<file path="src/rtl/hsl_pkg.sv">
// Shared types, widths and constants for the HSL to RGB converter.
`default_nettype none

package hsl_pkg;

  localparam int unsigned FRAC_BITS = 12;
  localparam int unsigned ONE       = 1 << FRAC_BITS;

  localparam int unsigned HUE_W = FRAC_BITS;
  localparam int unsigned SAT_W = FRAC_BITS + 1;
  localparam int unsigned MUL_W = FRAC_BITS + 2;
  localparam int unsigned QP_W  = 2 * FRAC_BITS + 1;
  localparam int unsigned T_W   = FRAC_BITS + 2;
  localparam int unsigned W_W   = FRAC_BITS + 1;
  localparam int unsigned V_W   = 3 * FRAC_BITS + 1;
  localparam int unsigned CH_W  = 8;
  localparam int unsigned PK_W  = 4 * CH_W;

  localparam logic [CH_W-1:0] ALPHA  = 8'hFF;
  localparam logic [CH_W-1:0] CH_MAX = 8'hFF;

  typedef struct packed {
    logic [HUE_W-1:0] hue;
    logic [SAT_W-1:0] saturation;
    logic [SAT_W-1:0] lightness;
  } hsl_t;

  typedef struct packed {
    logic [CH_W-1:0] red;
    logic [CH_W-1:0] green;
    logic [CH_W-1:0] blue;
    logic [PK_W-1:0] packed_color;
  } rgb_t;

  typedef struct packed {
    logic s3;
    logic s4;
    logic s5;
    logic s6;
  } hsl_adv_t;

endpackage

`default_nettype wire

</file>
<file path="src/rtl/hsl_ch_ramp.sv">
// One color channel: hue ramp, scale by 255 and clamp, four pipeline stages.
`default_nettype none

module hsl_ch_ramp (
  input  wire logic                         clk,
  input  wire hsl_pkg::hsl_adv_t            adv,
  input  wire logic [hsl_pkg::QP_W-1:0]     q,
  input  wire logic [hsl_pkg::QP_W-1:0]     p,
  input  wire logic [hsl_pkg::T_W-1:0]      t,
  output logic      [hsl_pkg::CH_W-1:0]     chan
);

  logic [hsl_pkg::QP_W-1:0] diff_next;
  logic [hsl_pkg::QP_W-1:0] base_next;
  logic [hsl_pkg::W_W-1:0]  wgt_next;
  logic [hsl_pkg::T_W-1:0]  fall_m;

  logic [hsl_pkg::QP_W-1:0] diff3;
  logic [hsl_pkg::QP_W-1:0] base3;
  logic [hsl_pkg::W_W-1:0]  wgt3;

  logic [hsl_pkg::QP_W+hsl_pkg::W_W-1:0] prod_full;
  logic [hsl_pkg::V_W-1:0]  prod4;
  logic [hsl_pkg::QP_W-1:0] base4;

  logic [hsl_pkg::V_W-1:0]  val_next;
  logic [hsl_pkg::V_W-1:0]  val5;

  logic [hsl_pkg::V_W+7:0]  scaled;
  logic [hsl_pkg::V_W+7-3*hsl_pkg::FRAC_BITS:0] byte_raw;

  always_comb begin
    diff_next = q - p;
    fall_m    = hsl_pkg::T_W'(2 * hsl_pkg::ONE) - t;
    if (t < hsl_pkg::T_W'(hsl_pkg::ONE / 2)) begin
      base_next = p;
      wgt_next  = hsl_pkg::W_W'({t, 1'b0});
    end else if (t < hsl_pkg::T_W'(3 * hsl_pkg::ONE / 2)) begin
      base_next = q;
      wgt_next  = '0;
    end else if (t < hsl_pkg::T_W'(2 * hsl_pkg::ONE)) begin
      base_next = p;
      wgt_next  = hsl_pkg::W_W'({fall_m, 1'b0});
    end else begin
      base_next = p;
      wgt_next  = '0;
    end
  end

  assign prod_full = diff3 * wgt3;
  assign val_next  = {base4, {hsl_pkg::FRAC_BITS{1'b0}}} + prod4;
  assign scaled    = {val5, 8'b0} - {8'b0, val5};
  assign byte_raw  = scaled[hsl_pkg::V_W+7:3*hsl_pkg::FRAC_BITS];

  always_ff @(posedge clk) begin
    if (adv.s3) begin
      diff3 <= diff_next;
      base3 <= base_next;
      wgt3  <= wgt_next;
    end
    if (adv.s4) begin
      prod4 <= prod_full[hsl_pkg::V_W-1:0];
      base4 <= base3;
    end
    if (adv.s5) begin
      val5 <= val_next;
    end
    if (adv.s6) begin
      chan <= byte_raw[hsl_pkg::CH_W] ? hsl_pkg::CH_MAX : byte_raw[hsl_pkg::CH_W-1:0];
    end
  end

endmodule

`default_nettype wire

</file>
<file path="src/rtl/hsl_to_rgb_color.sv">
// Top level of the pipelined HSL to RGB color converter.
//
//   channel  payload          valid       ready       direction
//   hsl      hsl_pkg::hsl_t   hsl_valid   hsl_ready   in
//   rgb      hsl_pkg::rgb_t   rgb_valid   rgb_ready   out
//
// Six register stages: one item accepted per cycle unless the output stalls.
// The depth is set by the q/p multiplier, the q/p adders, the ramp select,
// the ramp multiplier, the ramp add and the scale-by-255 subtract.
// Each stage loads when it is empty or the stage after it loads, so bubbles
// close up while the output waits. Reset clears the valid bits only.
`default_nettype none

module hsl_to_rgb_color (
  input  wire logic          clk,
  input  wire logic          rst,
  input  wire hsl_pkg::hsl_t hsl,
  input  wire logic          hsl_valid,
  output logic               hsl_ready,
  output hsl_pkg::rgb_t      rgb,
  output logic               rgb_valid,
  input  wire logic          rgb_ready
);

  logic [6:1] vld;
  logic [6:1] ld;
  hsl_pkg::hsl_adv_t adv;

  logic [hsl_pkg::HUE_W-1:0] h_in;
  logic [hsl_pkg::SAT_W-1:0] s_cl;
  logic [hsl_pkg::SAT_W-1:0] l_cl;
  logic                      lhi_next;
  logic [hsl_pkg::SAT_W-1:0] mul_a;
  logic [hsl_pkg::MUL_W-1:0] mul_b;
  logic [hsl_pkg::SAT_W+hsl_pkg::MUL_W-1:0] mul_full;
  logic [hsl_pkg::T_W-1:0]   tg_next;
  logic [hsl_pkg::T_W:0]     tr_sum;
  logic [hsl_pkg::T_W:0]     tb_sum;
  logic [hsl_pkg::T_W-1:0]   tr_next;
  logic [hsl_pkg::T_W-1:0]   tb_next;

  logic [hsl_pkg::QP_W-1:0]  mp1;
  logic [hsl_pkg::SAT_W-1:0] l1;
  logic                      lhi1;
  logic [hsl_pkg::T_W-1:0]   tr1;
  logic [hsl_pkg::T_W-1:0]   tg1;
  logic [hsl_pkg::T_W-1:0]   tb1;

  logic [hsl_pkg::QP_W-1:0]  q_next;
  logic [hsl_pkg::QP_W:0]    p_full;
  logic [hsl_pkg::QP_W-1:0]  q2;
  logic [hsl_pkg::QP_W-1:0]  p2;
  logic [hsl_pkg::T_W-1:0]   tr2;
  logic [hsl_pkg::T_W-1:0]   tg2;
  logic [hsl_pkg::T_W-1:0]   tb2;

  logic [hsl_pkg::CH_W-1:0]  red_ch;
  logic [hsl_pkg::CH_W-1:0]  green_ch;
  logic [hsl_pkg::CH_W-1:0]  blue_ch;

  assign ld[6] = !vld[6] || rgb_ready;
  assign ld[5] = !vld[5] || ld[6];
  assign ld[4] = !vld[4] || ld[5];
  assign ld[3] = !vld[3] || ld[4];
  assign ld[2] = !vld[2] || ld[3];
  assign ld[1] = !vld[1] || ld[2];
  assign hsl_ready = ld[1];
  assign rgb_valid = vld[6];

  assign adv.s3 = ld[3];
  assign adv.s4 = ld[4];
  assign adv.s5 = ld[5];
  assign adv.s6 = ld[6];

  always_ff @(posedge clk) begin
    if (rst) begin
      vld <= '0;
    end else begin
      if (ld[1]) vld[1] <= hsl_valid;
      if (ld[2]) vld[2] <= vld[1];
      if (ld[3]) vld[3] <= vld[2];
      if (ld[4]) vld[4] <= vld[3];
      if (ld[5]) vld[5] <= vld[4];
      if (ld[6]) vld[6] <= vld[5];
    end
  end

  always_comb begin
    h_in = hsl.hue;
    s_cl = (hsl.saturation > hsl_pkg::SAT_W'(hsl_pkg::ONE)) ?
           hsl_pkg::SAT_W'(hsl_pkg::ONE) : hsl.saturation;
    l_cl = (hsl.lightness > hsl_pkg::SAT_W'(hsl_pkg::ONE)) ?
           hsl_pkg::SAT_W'(hsl_pkg::ONE) : hsl.lightness;
    lhi_next = l_cl >= hsl_pkg::SAT_W'(hsl_pkg::ONE / 2);
    if (lhi_next) begin
      mul_a = s_cl;
      mul_b = hsl_pkg::MUL_W'(hsl_pkg::ONE) - hsl_pkg::MUL_W'(l_cl);
    end else begin
      mul_a = l_cl;
      mul_b = hsl_pkg::MUL_W'(hsl_pkg::ONE) + hsl_pkg::MUL_W'(s_cl);
    end
    mul_full = mul_a * mul_b;
    tg_next  = hsl_pkg::T_W'({h_in, 1'b0}) + hsl_pkg::T_W'(h_in);
    tr_sum   = (hsl_pkg::T_W+1)'(tg_next) + (hsl_pkg::T_W+1)'(hsl_pkg::ONE);
    tb_sum   = (hsl_pkg::T_W+1)'(tg_next) + (hsl_pkg::T_W+1)'(2 * hsl_pkg::ONE);
    tr_next  = (tr_sum >= (hsl_pkg::T_W+1)'(3 * hsl_pkg::ONE)) ?
               hsl_pkg::T_W'(tr_sum - (hsl_pkg::T_W+1)'(3 * hsl_pkg::ONE)) :
               hsl_pkg::T_W'(tr_sum);
    tb_next  = (tb_sum >= (hsl_pkg::T_W+1)'(3 * hsl_pkg::ONE)) ?
               hsl_pkg::T_W'(tb_sum - (hsl_pkg::T_W+1)'(3 * hsl_pkg::ONE)) :
               hsl_pkg::T_W'(tb_sum);
  end

  always_comb begin
    q_next = mp1 + (lhi1 ? {l1, {hsl_pkg::FRAC_BITS{1'b0}}} : '0);
    p_full = {l1, {(hsl_pkg::FRAC_BITS+1){1'b0}}} - (hsl_pkg::QP_W+1)'(q_next);
  end

  always_ff @(posedge clk) begin
    if (ld[1]) begin
      mp1  <= mul_full[hsl_pkg::QP_W-1:0];
      l1   <= l_cl;
      lhi1 <= lhi_next;
      tr1  <= tr_next;
      tg1  <= tg_next;
      tb1  <= tb_next;
    end
    if (ld[2]) begin
      q2  <= q_next;
      p2  <= p_full[hsl_pkg::QP_W-1:0];
      tr2 <= tr1;
      tg2 <= tg1;
      tb2 <= tb1;
    end
  end

  hsl_ch_ramp u_red (
    .clk  (clk),
    .adv  (adv),
    .q    (q2),
    .p    (p2),
    .t    (tr2),
    .chan (red_ch)
  );

  hsl_ch_ramp u_green (
    .clk  (clk),
    .adv  (adv),
    .q    (q2),
    .p    (p2),
    .t    (tg2),
    .chan (green_ch)
  );

  hsl_ch_ramp u_blue (
    .clk  (clk),
    .adv  (adv),
    .q    (q2),
    .p    (p2),
    .t    (tb2),
    .chan (blue_ch)
  );

  always_comb begin
    rgb.red          = red_ch;
    rgb.green        = green_ch;
    rgb.blue         = blue_ch;
    rgb.packed_color = {hsl_pkg::ALPHA, blue_ch, green_ch, red_ch};
  end

`ifndef SYNTHESIS
  a_ready_when_drained: assert property (@(posedge clk) disable iff (rst)
    rgb_ready |-> hsl_ready)
    else $error("input stalled while output drains");

  a_accept_fills_stage1: assert property (@(posedge clk) disable iff (rst)
    (hsl_valid && hsl_ready) |=> vld[1])
    else $error("accepted item lost at stage one");

  a_output_kept: assert property (@(posedge clk) disable iff (rst)
    (rgb_valid && !rgb_ready) |=> rgb_valid)
    else $error("pending result dropped");

  a_no_full_when_ready_low: assert property (@(posedge clk) disable iff (rst)
    !hsl_ready |-> ($countones(vld) == 6))
    else $error("input stalled with a bubble in the pipeline");
`endif

endmodule

`default_nettype wire
</file>
<file path="config.mk">
export PLATFORM = sky130hd
export DESIGN_NAME = hsl_to_rgb_color
export DESIGN_NICKNAME = d
export VERILOG_FILES = /design/src/rtl/hsl_pkg.sv /design/src/rtl/hsl_ch_ramp.sv /design/src/rtl/hsl_to_rgb_color.sv
export SDC_FILE = /design/constraint.sdc
export NUM_CORES = 2
export LEC_CHECK = 0
export ABC_AREA = 1
export BUFFER_PORTS_ARGS = -buffer_cell sky130_fd_sc_hd__buf_4
export CORE_MARGIN = 2
export CORE_UTILIZATION = 45
export DETAILED_ROUTE_END_ITERATION = 10
export GPL_TIMING_DRIVEN = 0
export PLACE_DENSITY_LB_ADDON = 0.12
export SYNTH_ARGS = -nofsm -noshare
export SYNTH_HDL_FRONTEND = slang
export SYNTH_SLANG_ARGS = --single-unit
</file>
<file path="constraint.sdc">
create_clock -name clk -period 13.7 [get_ports clk]
set_input_delay 0.685 -clock clk [delete_from_list [all_inputs] [get_ports clk]]
set_output_delay 0.685 -clock clk [all_outputs]
set_load 0.02 [all_outputs]
</file>
==> results.json <==
{
  "min_period_ns": 7.41,
  "die_w_um": 389,
  "port_buffers": 90,
  "die-area_um2": 152000,
  "yosysTopAreaCellShare": 0.253,
  "cts_tree": "built",
  "yosys-top-cells-area": "edfxtp_1, fa_1, nand2_1, ha_1, inv_1",
  "area.growth.synth_to_final_pct": 8.45,
  "start_util": 0.453,
  "synth-warning-count": 0,
  "overflow": 0,
  "die_y_um": 389,
  "max_freq_ghz": 0.135,
  "worstPathArrival_ns": 7.77,
  "grt_max_degree": 118,
  "grt_pass1_wl_um": 315000,
  "rsz0062_at_grt": "no",
  "outcome": "finished, final reports clean",
  "max-cap-violations": 0,
  "post_cts_buffers": 0,
  "start_kind": "flip-flop",
  "fin_tns_setup_ns": 0,
  "wl_um": 208000,
  "antenna_found_initial": 15,
  "crit_type": "reg2reg",
  "tightest_slew_ns": 1.28,
  "first_global_vias": 52700,
  "critPathCaptureType": "flip-flop",
  "crit_fanout": 10,
  "vias_per_cell": 5.28,
  "final_cell_mix": "nand2_1, inv_1, fa_1",
  "worstHoldPathType": "in2reg",
  "ctsResizeCount": 0,
  "coreArea_um2": 148000,
  "dp_hpwl_um": 177000,
  "drt_iter0_drc": 5116,
  "syn-cell-area_um2": 66800,
  "num_vias": 53400,
  "clockBufferDepth": 3,
  "cts_root_buf": "clkbuf_16",
  "hold_buffers": 0,
  "wl_per_cell_um": 20.6,
  "layout_worst_path_cycle_share": 0.541,
  "remaining_drc_errors": 0,
  "finalWeightedCongestion": 0.968,
  "finalHoldViolCount": 0,
  "fin_worst_skew_ns": 0.0479,
  "routed.top_layer": "met5",
  "clk_latency_ns": 0.69,
  "synthesis.instances": 7938,
  "syn_avg_cell_area_um2": 8.42,
  "h-tree-depth": 3,
  "yosysSeqAreaShare": 0.254,
  "synth_cell_types": 60,
  "path_clk_slew_ns": 0.06,
  "nNetsFinal": 9537,
  "drv_slew": 0,
  "ys_ff_latch": 568,
  "hold_ws_ns": 0.216,
  "layout_commonest_cell": "nand2_1",
  "grt.total_usage": 0.276,
  "cts_buffers": 66,
  "setup_violations": 0,
  "crit_required_ns": 14.07,
  "fillers": 14400,
  "cts_sinks": 568,
  "wl_met3_um": 16100,
  "drive_gt1_frac": 0.0413,
  "met1_length_um": 92800,
  "io_pins": 100,
  "slew_headroom": 0.150,
  "drt-pass1-iter-count": 6,
  "ant_nets": 0,
  "wl_met2_um": 93000,
  "synth_top_cell_by_area": "edfxtp_1",
  "std_cell_rows": 141
}
## routing by layer
layer  vias up  global-route usage
li1      25000                   -
met1     26100               0.395
met2      1933               0.433
met3       300              0.0410
met4         2              0.0816
met5         -                   0
## per-stage QoR
stage | std cells | worst slack (ns) | utilization | area, um2
6_report | 10100 | 6.29 | 0.491 | 72500
3_5_place_dp | 9992 | 6.01 | 0.475 | 70200
2_1_floorplan | 7967 | 1.47 | - | 66900
5_1_grt | 10100 | 6.17 | 0.491 | 72500
3_3_place_gp | 9987 | -3.67 | 0.474 | 70000
4_1_cts | 10100 | 6.38 | 0.491 | 72500
## kinds of logic after synthesis
logic type,Yosys count,synth area share
simple gates,2797,0.171
buf+inv,2057,0.118
fa+ha+maj,1365,0.347
compound gates,904,0.0776
flops,568,0.254
xor+xnor,245,0.0321
other cells,2,0.000112
## synthesized netlist by cell type (all sizes together)
master   count
clkbuf     190
nor4        35
a21o        58
o21bai      38
o21ai      313
nor3        78
nand2b       1
xor2       177
conb         2
inv       1817
xnor2       68
o21a        18
a311oi       1
buf         49
nand3b       6
o21ba        1
edfxtp     562
clkinv       1
o22ai       30
nand3      249
or2          4
a221oi       5
a21oi      362
o211ai       5
nand4       67
a21boi      10
fa         816
nand2     1899
o31ai        7
o2111ai      2
dfxtp        6
nor2       447
o311ai       3
and2         3
o41ai        1
a31oi       34
and3         2
a211oi       9
nor3b        6
o221ai       7
ha         549
## critical path, cell delays in order (launching register included)
cell and delay, ns:
edfxtp_1 0.33, clkbuf_1 0.58, clkbuf_1 0.79, nand2_1 0.17
fa_1 0.55, inv_1 0.05, fa_1 0.51, inv_1 0.06
fa_1 0.54, inv_1 0.05, fa_1 0.49, fa_1 0.41
ha_1 0.34, nand2_1 0.18, inv_1 0.06, a21oi_1 0.13
nand2_1 0.18, a21oi_1 0.55, o21ai_0 0.42, xor2_1 0.72
## layout make-up
type	count	area [um2]	area share
repair buffers	95	813	0.0112
flip-flops and latches	568	17000	0.235
inverters	1818	6840	0.0944
well taps	1930	2410	0.0333
diodes	2	5.00	0.0000691
plain buffers	239	1040	0.0144
clock buffers	73	1680	0.0232
clock inverters	48	604	0.00834
multi-input cells	5342	42100	0.581
## state kept, by name (all words and copies together) (netlist names), 25 cells and up
name and flops:
q2 25, u_red.val5 35, u_blue.val5 35, u_blue.prod4 35, u_green.val5 35, u_blue.base4 25, u_red.prod4 35, u_red.base3 25
mp1 25, u_green.prod4 35
## final timing paths
path	slack, ns	cells after the start	end	start
hold / removal	0.22	2	vld[4]	rst
setup / recovery	6.29	19	u_green.prod4[19]	u_blue.diff3[6]
hold reg to reg	0.39	0	u_red.base3[0]	q2[0]
setup reg to reg	6.29	19	u_green.prod4[19]	u_blue.diff3[6]
Power is left out: the tool's default activity adds up to more than one toggle a clock period on the data nets, which glitch-free logic cannot reach.
